**src/rtl/ladsr_pkg.sv**
```systemverilog
`timescale 1ns / 1ps

package ladsr_pkg;

  // Fixed-point envelope constants, amplitude in Q1.16.
  localparam int AMP_W = 17;
  localparam int KNOB_W = 16;
  localparam int SAMPLE_W = 16;
  localparam int STEPS_W = 14;
  localparam int SPAN_PROD_W = STEPS_W + KNOB_W;

  localparam logic [AMP_W-1:0] FULL_SCALE = 17'd65536;
  localparam logic [STEPS_W-1:0] PHASE_SPAN = 14'd15000;
  localparam logic [AMP_W:0] ATTACK_TOP = 18'd64880;
  localparam logic [AMP_W-1:0] RELEASE_FLOOR = 17'd7;

  // Serial divider: one quotient bit per cycle.
  localparam int DIV_STEPS = AMP_W;
  localparam int DIV_CNT_W = $clog2(DIV_STEPS);

  // Configuration register map.
  localparam int REG_IDX_W = 2;
  localparam int PADDR_W = REG_IDX_W + 2;
  localparam logic [REG_IDX_W-1:0] REG_ATTACK = 2'd0;
  localparam logic [REG_IDX_W-1:0] REG_DECAY = 2'd1;
  localparam logic [REG_IDX_W-1:0] REG_SUSTAIN = 2'd2;
  localparam logic [REG_IDX_W-1:0] REG_RELEASE = 2'd3;

  // Envelope phase chosen for one sample.
  localparam logic [1:0] MODE_RELEASE = 2'd0;
  localparam logic [1:0] MODE_ATTACK = 2'd1;
  localparam logic [1:0] MODE_DECAY = 2'd2;
  localparam logic [1:0] MODE_HOLD = 2'd3;

  typedef struct packed {
    logic load_in;
    logic calc_steps;
    logic div_start;
    logic update;
    logic calc_prod;
    logic load_out;
  } ladsr_cmd_t;

  typedef struct packed {
    logic div_done;
  } ladsr_status_t;

endpackage

```
**src/rtl/ladsr_div.sv**
```systemverilog
`timescale 1ns / 1ps

module ladsr_div (
  input  logic                                 clk,
  input  logic                                 rst,
  input  logic                                 start,
  input  logic [ladsr_pkg::AMP_W-1:0]          dividend,
  input  logic [ladsr_pkg::STEPS_W-1:0]        divisor,
  output logic                                 done,
  output logic [ladsr_pkg::AMP_W-1:0]          quotient
);
  import ladsr_pkg::*;

  logic                 busy;
  logic [DIV_CNT_W-1:0] cnt;
  logic [STEPS_W-1:0]   rem;
  logic [STEPS_W:0]     trial;
  logic                 fits;

  // Shift in the next dividend bit and try the subtraction.
  assign trial = {rem, quotient[AMP_W-1]};
  assign fits = trial >= {1'b0, divisor};

  // Control of the restoring iteration.
  always_ff @(posedge clk) begin
    if (rst) begin
      busy <= 1'b0;
      cnt <= '0;
      done <= 1'b0;
    end else begin
      done <= 1'b0;
      if (start) begin
        busy <= 1'b1;
        cnt <= '0;
      end else if (busy) begin
        if (cnt == DIV_CNT_W'(DIV_STEPS - 1)) begin
          busy <= 1'b0;
          done <= 1'b1;
        end
        cnt <= cnt + 1'b1;
      end
    end
  end

  // Remainder and quotient shift register.
  always_ff @(posedge clk) begin
    if (start) begin
      rem <= '0;
      quotient <= dividend;
    end else if (busy) begin
      if (fits) begin
        rem <= STEPS_W'(trial - {1'b0, divisor});
      end else begin
        rem <= trial[STEPS_W-1:0];
      end
      quotient <= {quotient[AMP_W-2:0], fits};
    end
  end

endmodule

```
**src/rtl/ladsr_ctrl.sv**
```systemverilog
`timescale 1ns / 1ps

module ladsr_ctrl (
  input  logic                      clk,
  input  logic                      rst,
  input  logic                      in_valid,
  output logic                      in_ready,
  output logic                      out_valid,
  input  logic                      out_ready,
  output ladsr_pkg::ladsr_cmd_t     cmd,
  input  ladsr_pkg::ladsr_status_t  status
);
  import ladsr_pkg::*;

  localparam logic [2:0] S_IDLE = 3'd0;
  localparam logic [2:0] S_STEPS = 3'd1;
  localparam logic [2:0] S_DIV_GO = 3'd2;
  localparam logic [2:0] S_DIV = 3'd3;
  localparam logic [2:0] S_UPDATE = 3'd4;
  localparam logic [2:0] S_PROD = 3'd5;
  localparam logic [2:0] S_OUT = 3'd6;

  logic [2:0] state;
  logic [2:0] state_next;
  logic       out_free;

  // No beat is taken while reset is held.
  assign in_ready = (state == S_IDLE) && !rst;
  assign out_free = !out_valid || out_ready;

  // Sequencing of one sample through the datapath.
  always_comb begin
    state_next = state;
    cmd = '0;
    unique case (state)
      S_IDLE: begin
        if (in_valid && in_ready) begin
          cmd.load_in = 1'b1;
          state_next = S_STEPS;
        end
      end
      S_STEPS: begin
        cmd.calc_steps = 1'b1;
        state_next = S_DIV_GO;
      end
      S_DIV_GO: begin
        cmd.div_start = 1'b1;
        state_next = S_DIV;
      end
      S_DIV: begin
        if (status.div_done) begin
          state_next = S_UPDATE;
        end
      end
      S_UPDATE: begin
        cmd.update = 1'b1;
        state_next = S_PROD;
      end
      S_PROD: begin
        cmd.calc_prod = 1'b1;
        state_next = S_OUT;
      end
      S_OUT: begin
        if (out_free) begin
          cmd.load_out = 1'b1;
          state_next = S_IDLE;
        end
      end
      default: begin
        state_next = S_IDLE;
      end
    endcase
  end

  always_ff @(posedge clk) begin
    if (rst) begin
      state <= S_IDLE;
      out_valid <= 1'b0;
    end else begin
      state <= state_next;
      // The output register holds a beat until it is taken.
      if (cmd.load_out) begin
        out_valid <= 1'b1;
      end else if (out_ready) begin
        out_valid <= 1'b0;
      end
    end
  end

endmodule

```
**src/rtl/ladsr_datapath.sv**
```systemverilog
`timescale 1ns / 1ps

module ladsr_datapath (
  input  logic                                  clk,
  input  logic                                  rst,
  input  ladsr_pkg::ladsr_cmd_t                 cmd,
  output ladsr_pkg::ladsr_status_t              status,
  input  logic                                  gate,
  input  logic signed [ladsr_pkg::SAMPLE_W-1:0] osc_sample,
  input  logic [ladsr_pkg::KNOB_W-1:0]          attack_knob,
  input  logic [ladsr_pkg::KNOB_W-1:0]          decay_knob,
  input  logic [ladsr_pkg::AMP_W-1:0]           sustain_level,
  input  logic [ladsr_pkg::KNOB_W-1:0]          release_knob,
  output logic [ladsr_pkg::AMP_W-1:0]           envelope_level,
  output logic signed [ladsr_pkg::SAMPLE_W-1:0] scaled_sample
);
  import ladsr_pkg::*;

  localparam int PROD_W = AMP_W + 1 + SAMPLE_W;

  // Envelope state.
  logic [AMP_W-1:0] amplitude;
  logic             in_attack;
  logic             in_decay;

  // Per-sample working registers.
  logic [1:0]                 mode;
  logic signed [SAMPLE_W-1:0] sample_q;
  logic [STEPS_W-1:0]         steps;
  logic signed [PROD_W-1:0]   prod_q;

  logic [1:0]             mode_in;
  logic [KNOB_W-1:0]      knob_sel;
  logic [SPAN_PROD_W-1:0] span_prod;
  logic [AMP_W-1:0]       sus;
  logic [AMP_W-1:0]       dividend;
  logic                   div_done;
  logic [AMP_W-1:0]       delta;
  logic [AMP_W:0]         diff;
  logic [AMP_W:0]         sum;
  logic                   borrow;
  logic signed [AMP_W:0]  amp_s;

  assign status.div_done = div_done;

  // Sustain above full scale acts as full scale.
  assign sus = (sustain_level > FULL_SCALE) ? FULL_SCALE : sustain_level;

  // Phase for this sample, taken from the gate and the current flags.
  always_comb begin
    if (!gate) begin
      mode_in = MODE_RELEASE;
    end else if (in_attack) begin
      mode_in = MODE_ATTACK;
    end else if (in_decay) begin
      mode_in = MODE_DECAY;
    end else begin
      mode_in = MODE_HOLD;
    end
  end

  // Knob and dividend for the phase step size.
  always_comb begin
    case (mode)
      MODE_RELEASE: begin
        knob_sel = release_knob;
        dividend = sus;
      end
      MODE_ATTACK: begin
        knob_sel = attack_knob;
        dividend = FULL_SCALE;
      end
      MODE_DECAY: begin
        knob_sel = decay_knob;
        dividend = FULL_SCALE - sus;
      end
      default: begin
        knob_sel = decay_knob;
        dividend = '0;
      end
    endcase
  end

  assign span_prod = PHASE_SPAN * knob_sel;

  ladsr_div u_div (
    .clk      (clk),
    .rst      (rst),
    .start    (cmd.div_start),
    .dividend (dividend),
    .divisor  (steps),
    .done     (div_done),
    .quotient (delta)
  );

  // Candidate amplitudes for each phase.
  assign diff = {1'b0, amplitude} - {1'b0, delta};
  assign borrow = diff[AMP_W];
  assign sum = {1'b0, amplitude} + {1'b0, delta};
  assign amp_s = $signed({1'b0, amplitude});

  // Working registers.
  always_ff @(posedge clk) begin
    if (cmd.load_in) begin
      mode <= mode_in;
      sample_q <= osc_sample;
    end
    if (cmd.calc_steps) begin
      steps <= span_prod[SPAN_PROD_W-1:KNOB_W] + 1'b1;
    end
    if (cmd.calc_prod) begin
      prod_q <= amp_s * sample_q;
    end
    if (cmd.load_out) begin
      envelope_level <= amplitude;
      scaled_sample <= prod_q[SAMPLE_W+15:16];
    end
  end

  // Envelope state update.
  always_ff @(posedge clk) begin
    if (rst) begin
      amplitude <= '0;
      in_attack <= 1'b1;
      in_decay <= 1'b0;
    end else if (cmd.update) begin
      case (mode)
        MODE_RELEASE: begin
          in_attack <= 1'b1;
          if (borrow || diff[AMP_W-1:0] < RELEASE_FLOOR) begin
            amplitude <= '0;
          end else begin
            amplitude <= diff[AMP_W-1:0];
          end
        end
        MODE_ATTACK: begin
          if (sum > ATTACK_TOP) begin
            amplitude <= FULL_SCALE;
            in_attack <= 1'b0;
            in_decay <= 1'b1;
          end else begin
            amplitude <= sum[AMP_W-1:0];
          end
        end
        MODE_DECAY: begin
          if (borrow || diff[AMP_W-1:0] < sus) begin
            amplitude <= sus;
            in_decay <= 1'b0;
          end else begin
            amplitude <= diff[AMP_W-1:0];
          end
        end
        default: begin
          amplitude <= sus;
        end
      endcase
    end
  end

endmodule

```
**src/rtl/linear_adsr_envelope_core.sv**
```systemverilog
`timescale 1ns / 1ps
// An accepted input beat passes the step-size calculation, the serial divider that
// forms the phase step size, the envelope update and the product; then its result
// beat is offered. The next sample is taken only after that result is loaded.
// Reset (synchronous, active high): amplitude 0, attack flag set, decay flag clear,
// knobs 0, sustain level 32768, no result pending.

module linear_adsr_envelope_core (
  input  logic                                  clk,
  input  logic                                  rst,
  input  logic                                  psel,
  input  logic                                  penable,
  input  logic                                  pwrite,
  input  logic [ladsr_pkg::PADDR_W-1:0]         paddr,
  input  logic [31:0]                           pwdata,
  output logic [31:0]                           prdata,
  output logic                                  pready,
  input  logic                                  in_valid,
  output logic                                  in_ready,
  input  logic                                  gate,
  input  logic signed [ladsr_pkg::SAMPLE_W-1:0] osc_sample,
  output logic                                  out_valid,
  input  logic                                  out_ready,
  output logic [ladsr_pkg::AMP_W-1:0]           envelope_level,
  output logic signed [ladsr_pkg::SAMPLE_W-1:0] scaled_sample
);
  import ladsr_pkg::*;

  logic [KNOB_W-1:0]    attack_knob;
  logic [KNOB_W-1:0]    decay_knob;
  logic [AMP_W-1:0]     sustain_level;
  logic [KNOB_W-1:0]    release_knob;
  logic [REG_IDX_W-1:0] reg_idx;
  logic                 wr_en;
  ladsr_cmd_t           cmd;
  ladsr_status_t        status;

  assign pready = 1'b1;
  assign reg_idx = paddr[PADDR_W-1:2];
  assign wr_en = psel && penable && pwrite;

  // Configuration registers.
  always_ff @(posedge clk) begin
    if (rst) begin
      attack_knob <= '0;
      decay_knob <= '0;
      sustain_level <= 17'd32768;
      release_knob <= '0;
    end else if (wr_en) begin
      unique case (reg_idx)
        REG_ATTACK:  attack_knob <= pwdata[KNOB_W-1:0];
        REG_DECAY:   decay_knob <= pwdata[KNOB_W-1:0];
        REG_SUSTAIN: sustain_level <= pwdata[AMP_W-1:0];
        REG_RELEASE: release_knob <= pwdata[KNOB_W-1:0];
        default: begin
        end
      endcase
    end
  end

  // Register read back.
  always_comb begin
    unique case (reg_idx)
      REG_ATTACK:  prdata = 32'(attack_knob);
      REG_DECAY:   prdata = 32'(decay_knob);
      REG_SUSTAIN: prdata = 32'(sustain_level);
      REG_RELEASE: prdata = 32'(release_knob);
      default:     prdata = '0;
    endcase
  end

  ladsr_ctrl u_ctrl (
    .clk       (clk),
    .rst       (rst),
    .in_valid  (in_valid),
    .in_ready  (in_ready),
    .out_valid (out_valid),
    .out_ready (out_ready),
    .cmd       (cmd),
    .status    (status)
  );

  ladsr_datapath u_datapath (
    .clk            (clk),
    .rst            (rst),
    .cmd            (cmd),
    .status         (status),
    .gate           (gate),
    .osc_sample     (osc_sample),
    .attack_knob    (attack_knob),
    .decay_knob     (decay_knob),
    .sustain_level  (sustain_level),
    .release_knob   (release_knob),
    .envelope_level (envelope_level),
    .scaled_sample  (scaled_sample)
  );

endmodule

```
**config.mk**
```make
export PLATFORM = sky130hd
export DESIGN_NAME = linear_adsr_envelope_core
export DESIGN_NICKNAME = d
export VERILOG_FILES = /design/src/rtl/ladsr_pkg.sv /design/src/rtl/ladsr_div.sv /design/src/rtl/ladsr_ctrl.sv /design/src/rtl/ladsr_datapath.sv /design/src/rtl/linear_adsr_envelope_core.sv
export SDC_FILE = /design/constraint.sdc
export NUM_CORES = 1
export LEC_CHECK = 0
export BUFFER_PORTS_ARGS = -buffer_cell sky130_fd_sc_hd__buf_2
export CORE_ASPECT_RATIO = 0.7
export CORE_MARGIN = 4
export CORE_UTILIZATION = 40
export DETAILED_ROUTE_END_ITERATION = 12
export HOLD_SLACK_MARGIN = 0.03
export PLACE_DENSITY = 0.65
export REMOVE_ABC_BUFFERS = 1
export SYNTH_ARGS = -nofsm -noshare
export SYNTH_HDL_FRONTEND = slang
export SYNTH_SLANG_ARGS = --single-unit
```
**constraint.sdc**
```tcl
create_clock -name clk -period 22 [get_ports clk]
set_input_delay 5.5 -clock clk [delete_from_list [all_inputs] [get_ports clk]]
set_output_delay 5.5 -clock clk [all_outputs]
set_load 0.02 [all_outputs]
```
==> results of run 1 <==
per-layer routing:
metal	GRT usage	share of wire	up-vias
met5	0	0.00042	-
li1	-	-	8692
met1	0.289	0.47	9211
met2	0.299	0.43	660
met3	0.0389	0.082	71
met4	0.0333	0.014	4
report_power, final:
group | total [µW] | internal, µW | switching [µW]
logic | 454 | 178 | 276
registers | 496 | 449 | 47.5
clock network | 472 | 287 | 185
metrics by stage:
step	instance area [µm²]	cells
5_1_grt	26000	3479
6_report	26000	3479
2_1_floorplan	23400	2514
4_1_cts	26000	3479
3_3_place_gp	25100	3435
3_5_place_dp	25100	3435
worst paths after layout:
kind                                              from                      endpoint  slack, ns  cells after the start
worst min-delay path             u_datapath.prod_q[26]  u_datapath.scaled_sample[10]       0.42                      0
worst min register to register   u_datapath.prod_q[26]  u_datapath.scaled_sample[10]       0.42                      0
worst max register to register  u_datapath.sample_q[4]         u_datapath.prod_q[31]      13.77                     25
worst max-delay path                          paddr[2]                     prdata[3]       9.60                      3
area by class of cell:
class,count,share of cell area
inverter,428,0.0618
clock inverter,11,0.00784
clock buffer,33,0.0284
tap,798,0.0384
multi-input combinational,1879,0.640
timing repair buffer,123,0.0265
sequential,207,0.197
cell usage in the layout (no fill, tap or decap), drive strengths merged, types with 12 or more instances in the layout:
cell and n:
inv 432, nand2 367, fa 267, ha 256
a21oi 152, buf 123, dfxtp 109, and2 102
edfxtp 98, nor2 89, o21ai 88, xnor2 61
a21o 34, clkbuf 33, nand2b 32, nor3 30
nand3 26, a22o 25, xor2 25, nor2b 22
o21a 16, mux2i 16, mux4 16, conb 16
a221oi 15, nand4 15, o21bai 14, nor3b 12
cell families (layout without fill, tap and decap cells):
logic type | Yosys count | count (layout) | synth area share
flops | 207 | 207 | 0.214
simple gates | 760 | 760 | 0.154
xor+xnor | 86 | 86 | 0.0315
other cells | 2 | 16 | 0.000314
compound gates | 456 | 456 | 0.126
buf+inv | 568 | 595 | 0.0926
mux | 37 | 37 | 0.0241
fa+ha+maj | 524 | 524 | 0.358
flip-flops by register name, summed over array words and instances (netlist names), 2 cells and up:
signal and flops:
u_ctrl.state 3, sustain_level 17, u_datapath.envelope_level 17, u_datapath.u_div.cnt 5
u_datapath.prod_q 16, decay_knob 16, u_datapath.scaled_sample 16, u_datapath.mode 2
u_datapath.amplitude 17, release_knob 16, attack_knob 16, u_datapath.steps 14
u_datapath.u_div.quotient 17, u_datapath.sample_q 16, u_datapath.u_div.rem 14
worst register-to-register path: cells and delay by family (launching register included):
family / cells / cell delay [ns]
adders and majority gates: 7 / 3.41
and+or+nand+nor: 1 / 0.19
DFF: 1 / 0.87
buffers and inverters: 5 / 0.28
AOI/OAI and AO/OA: 11 / 3.13
xor gates and xnor gates: 1 / 0.14
==> impl_metrics.tcl, run 1 <==
set metrics [dict create \
    whs_ns 0.418 \
    core_um2 58800 \
    crit_arrival_ns 6.90 \
    antenna_found_initial 4 \
    power_uw 1420 \
    clock.fmax_mhz 80.7 \
    vias_per_cell 5.36 \
    ctsHtreeMaxLevel 1 \
    slew_violations 0 \
    synth.most_common_cell "inv_1" \
    cts.sinks 207 \
    fin_crit_sh 0.563 \
    max_slew_margin 0.194 \
    critPathMostFrequentCell "buf_2" \
    postCtsHoldBufs 0 \
    drt-total-wl_mm 61.7 \
    finalSetupTns_ns 0 \
    grt_pass1_vias 18900 \
    cts.path.max_buffers 3 \
    status "finished clean" \
    grt_pass1_wl_mm 101 \
    synth.area.top_cells "fa_1 22%, ha_1 13%, edfxtp_1 12%" \
    fin_worst_skew_ns 0.0489 \
    synth-edff-count 98 \
    cts_resized 0 \
    fin_ws_ns 9.60 \
    dp_hpwl_mm 47.7 \
    critPathKind "primary input to primary output" \
    crit_buf_inv 2 \
    yosys_register_bits 207 \
    timing.final.hold_violations 0 \
    netlist.area_leader.share 0.223 \
    ant_nets 0 \
    clk_latency_ns 0.59 \
    synthTopCellsByCount "428 x inv_1, 367 x nand2_1, 267 x fa_1, 256 x ha_1, 152 x a21oi_1" \
    tightest_slew_ns 1.21 \
    grt_usage 0.194 \
    yosysTopAreaCell "fa_1" \
    cts_buffers 24 \
    hp-class "flip-flop to flip-flop" \
    worstPathMaxFanout 25 \
    utilization 0.442 \
    ys.flop_type "dfxtp_1" \
    cp_cell_sequence "buf_2, mux4_2, buf_2" \
    syn_to_final_growth_pct 8.74 \
    period_needed_ns 12.40 \
    p_leak_uw 0.0120 \
    multi_input_area_um2 16700 \
    peakVddDrop_v 0.0000679 \
    die_w_um 300 \
    initial_core_util 0.407 \
    grt_max_degree 70 \
    slowest_stage "mux4_2" \
    cts-root-buf "clkbuf_16" \
    fp-row-count 74 \
    place_congestion 0.888 \
    drt-wirelength-per-cell_um 17.7 \
    syn_avg_cell_area_um2 9.06 \
    crit_family "buffers and inverters" \
    die_area_um2 63800 \
    io_pins 128 \
    clk_pin_slew_ns 0.05 \
    power_density_nw_per_um2 54.6 \
    syn-cell-area_um2 23900 \
    fin_nets 3246 \
    port-buffer-count 94 \
    die_h_um 213 \
    ys_warn_count 0 \
    antenna_cells 0 \
    dr.pass1.iters 5 \
    cap_violations 0 \
    seq_area_frac_synth 0.214 \
    syn_inst 2640 \
    gr-total-overflow 0 \
    synthArstFlopShare 0 \
    rsz0062_at_grt "false" \
    regArea_um2 5120 \
    critPathLaunchType "primary input" \
    pre_cts_ws_ns 9.57 \
    slowest_delay_ns 0.64 \
    fillCellCount 5572 \
    critical_path_required_ns 16.50 \
    drt_first_iter_violations 1426 \
    postCtsSetupRepairBufs 0 \
    drc 0 \
    worst_setup_path_end_kind "primary output" \
    drive_gt1_frac 0.0809 \
    setup_violations 0 \
    cts_tree "built" \
    ys_types 84 \
    via_count 18600 \
]
Power figures use the tool's default switching activity.
==> run 2: changes to the inputs <==
Settings changed: PLACE_DENSITY 0.65 to 0.67.
Clock period 22 ns to 10.04 ns, I/O delays scaled along.
==> impl_metrics.tcl, run 2 (same netlist as run 1, synthesis figures left out) <==
set metrics [dict create \
    postCtsSetupRepairBufs 0 \
    initial_core_util 0.407 \
    critical_path_required_ns 10.35 \
    fin_crit_sh 0.828 \
    grt_usage 0.191 \
    die_h_um 213 \
    cts_tree "built" \
    hp-class "flip-flop to flip-flop" \
    antenna_found_initial 2 \
    timing.final.hold_violations 0 \
    final_cell_mix "428 x inv_1, 367 x nand2_1, 267 x fa_1, 256 x ha_1, 151 x a21oi_1" \
    power_uw 2950 \
    gr-total-overflow 0 \
    ctsHtreeMaxLevel 1 \
    worst_setup_path_end_kind "flip-flop" \
    critPathLaunchType "flip-flop" \
    via_count 18300 \
    slew_violations 0 \
    finalSetupTns_ns 0 \
    clk_pin_slew_ns 0.07 \
    grt_pass1_wl_mm 98.2 \
    die_w_um 300 \
    post_dp_cell_area_um2 25100 \
    reg2reg_depth 25 \
    rr_endpoint "u_datapath.prod_q[31]" \
    final_common_cell "inv_1" \
    max_slew_margin 0.234 \
    tightest_slew_ns 1.15 \
    fp-row-count 74 \
    fin_worst_skew_ns 0.0228 \
    core_um2 58800 \
    port-buffer-count 94 \
    layout.cells.non_filler 3481 \
    cts_buffers 24 \
    clk_latency_ns 0.55 \
    r2r-start "u_datapath.amplitude[9]" \
    r2r_setup_slack_ns 1.73 \
    p_leak_uw 0.0119 \
    cts.path.max_buffers 3 \
    drive_gt1_frac 0.0805 \
    cts-root-buf "clkbuf_16" \
    fin_area_um2 25900 \
    crit_arrival_ns 8.62 \
    period_needed_ns 8.31 \
    io_pins 128 \
    postCtsHoldBufs 0 \
    fin_nets 3247 \
    syn_to_final_growth_pct 8.11 \
    vias_per_cell 5.26 \
    setup_violations 0 \
    clock.fmax_mhz 120 \
    status "finished clean" \
    drt-total-wl_mm 60.5 \
    cap_violations 0 \
    drt-wirelength-per-cell_um 17.4 \
    dp.cells 3436 \
    drc 0 \
    worstPathMaxFanout 20 \
    peakVddDrop_v 0.000110 \
    cts.sinks 207 \
    die_area_um2 63800 \
    rsz0062_at_grt "false" \
    place_congestion 0.906 \
    dr.pass1.iters 5 \
    cts_resized 0 \
    fillCellCount 5681 \
    grt_pass1_vias 17600 \
    startpoint "u_datapath.amplitude[9]" \
    ant_nets 0 \
    power_density_nw_per_um2 114 \
    drt_first_iter_violations 1566 \
    dp_hpwl_mm 46.8 \
    cp-endpoint "u_datapath.prod_q[31]" \
    grt_max_degree 88 \
    critPathKind "flip-flop to flip-flop" \
    utilization 0.440 \
]
## run 2: cell types whose count changed in the layout (fill, tap and decap cells not counted), moves of 2 or more
cell	delta
clkbuf_16	-2
clkinvlp_4	+3
bufinv_16	-3
clkinv_1	+2
clkinv_2	+4
clkbuf_8	-2
inv_8	-2
## run 2: stage by stage
| stage | hold slack, ns | setup slack, ns |
|---|---|---|
| detailed placement | 0.406 | 1.77 |
| finish | 0.421 | 1.73 |
| CTS | 0.420 | 1.75 |
| global placement | 0.403 | 1.90 |
| floorplan | 0.400 | 2.56 |
| global route | 0.423 | 1.33 |
## run 2: worst min-delay path by stage
stage	from	cells after the start	slack (ns)	endpoint
floorplan	u_datapath.prod_q[16]	0	0.40	u_datapath.scaled_sample[0]
global placement	u_datapath.prod_q[19]	0	0.40	u_datapath.scaled_sample[3]
detailed placement	u_datapath.prod_q[26]	0	0.41	u_datapath.scaled_sample[10]
CTS	u_datapath.prod_q[17]	0	0.42	u_datapath.scaled_sample[1]
global route	u_datapath.prod_q[17]	0	0.42	u_datapath.scaled_sample[1]
finish	u_datapath.prod_q[20]	0	0.42	u_datapath.scaled_sample[4]
## run 2: layout make-up
class	count	area (µm²)	area share
diodes	1	2.50	0.0000968
flip-flops and latches	207	5120	0.198
multi-input cells	1879	16700	0.644
clock buffers	30	664	0.0257
inverters	428	1610	0.0621
repair buffers	124	696	0.0269
clock inverters	14	111	0.00431
well taps	798	998	0.0386
## run 2: per-layer routing
layer	vias to the layer above	track usage	part of all wire
met3	53	0.0443	0.091
met5	-	0	0.00021
met2	640	0.266	0.40
met4	2	0.0318	0.014
li1	8703	-	-
met1	8895	0.304	0.50
## run 2: report_power, final
group          switching, µW  internal (µW)
Clock                    379            498
Sequential              91.7            984
Combinational            605            389
Total                   1070           1870
## run 2: worst max-delay path: stages, from the launching register on
cell,delay (ns)
dfxtp_1,1.03
nand2_1,0.20
fa_1,0.59
inv_1,0.05
fa_1,0.47
inv_1,0.06
fa_1,0.51
inv_1,0.05
fa_1,0.48
inv_1,0.06
fa_1,0.53
inv_1,0.06
fa_1,0.47
ha_1,0.32
o21a_1,0.11
o21a_1,0.16
o21a_1,0.18
o2111a_1,0.13
a221o_1,0.39
a21oi_1,0.34
o21ai_0,0.25
a31oi_1,0.49
o21ai_0,0.34
a211oi_1,0.52
o21bai_1,0.14
xnor2_1,0.14
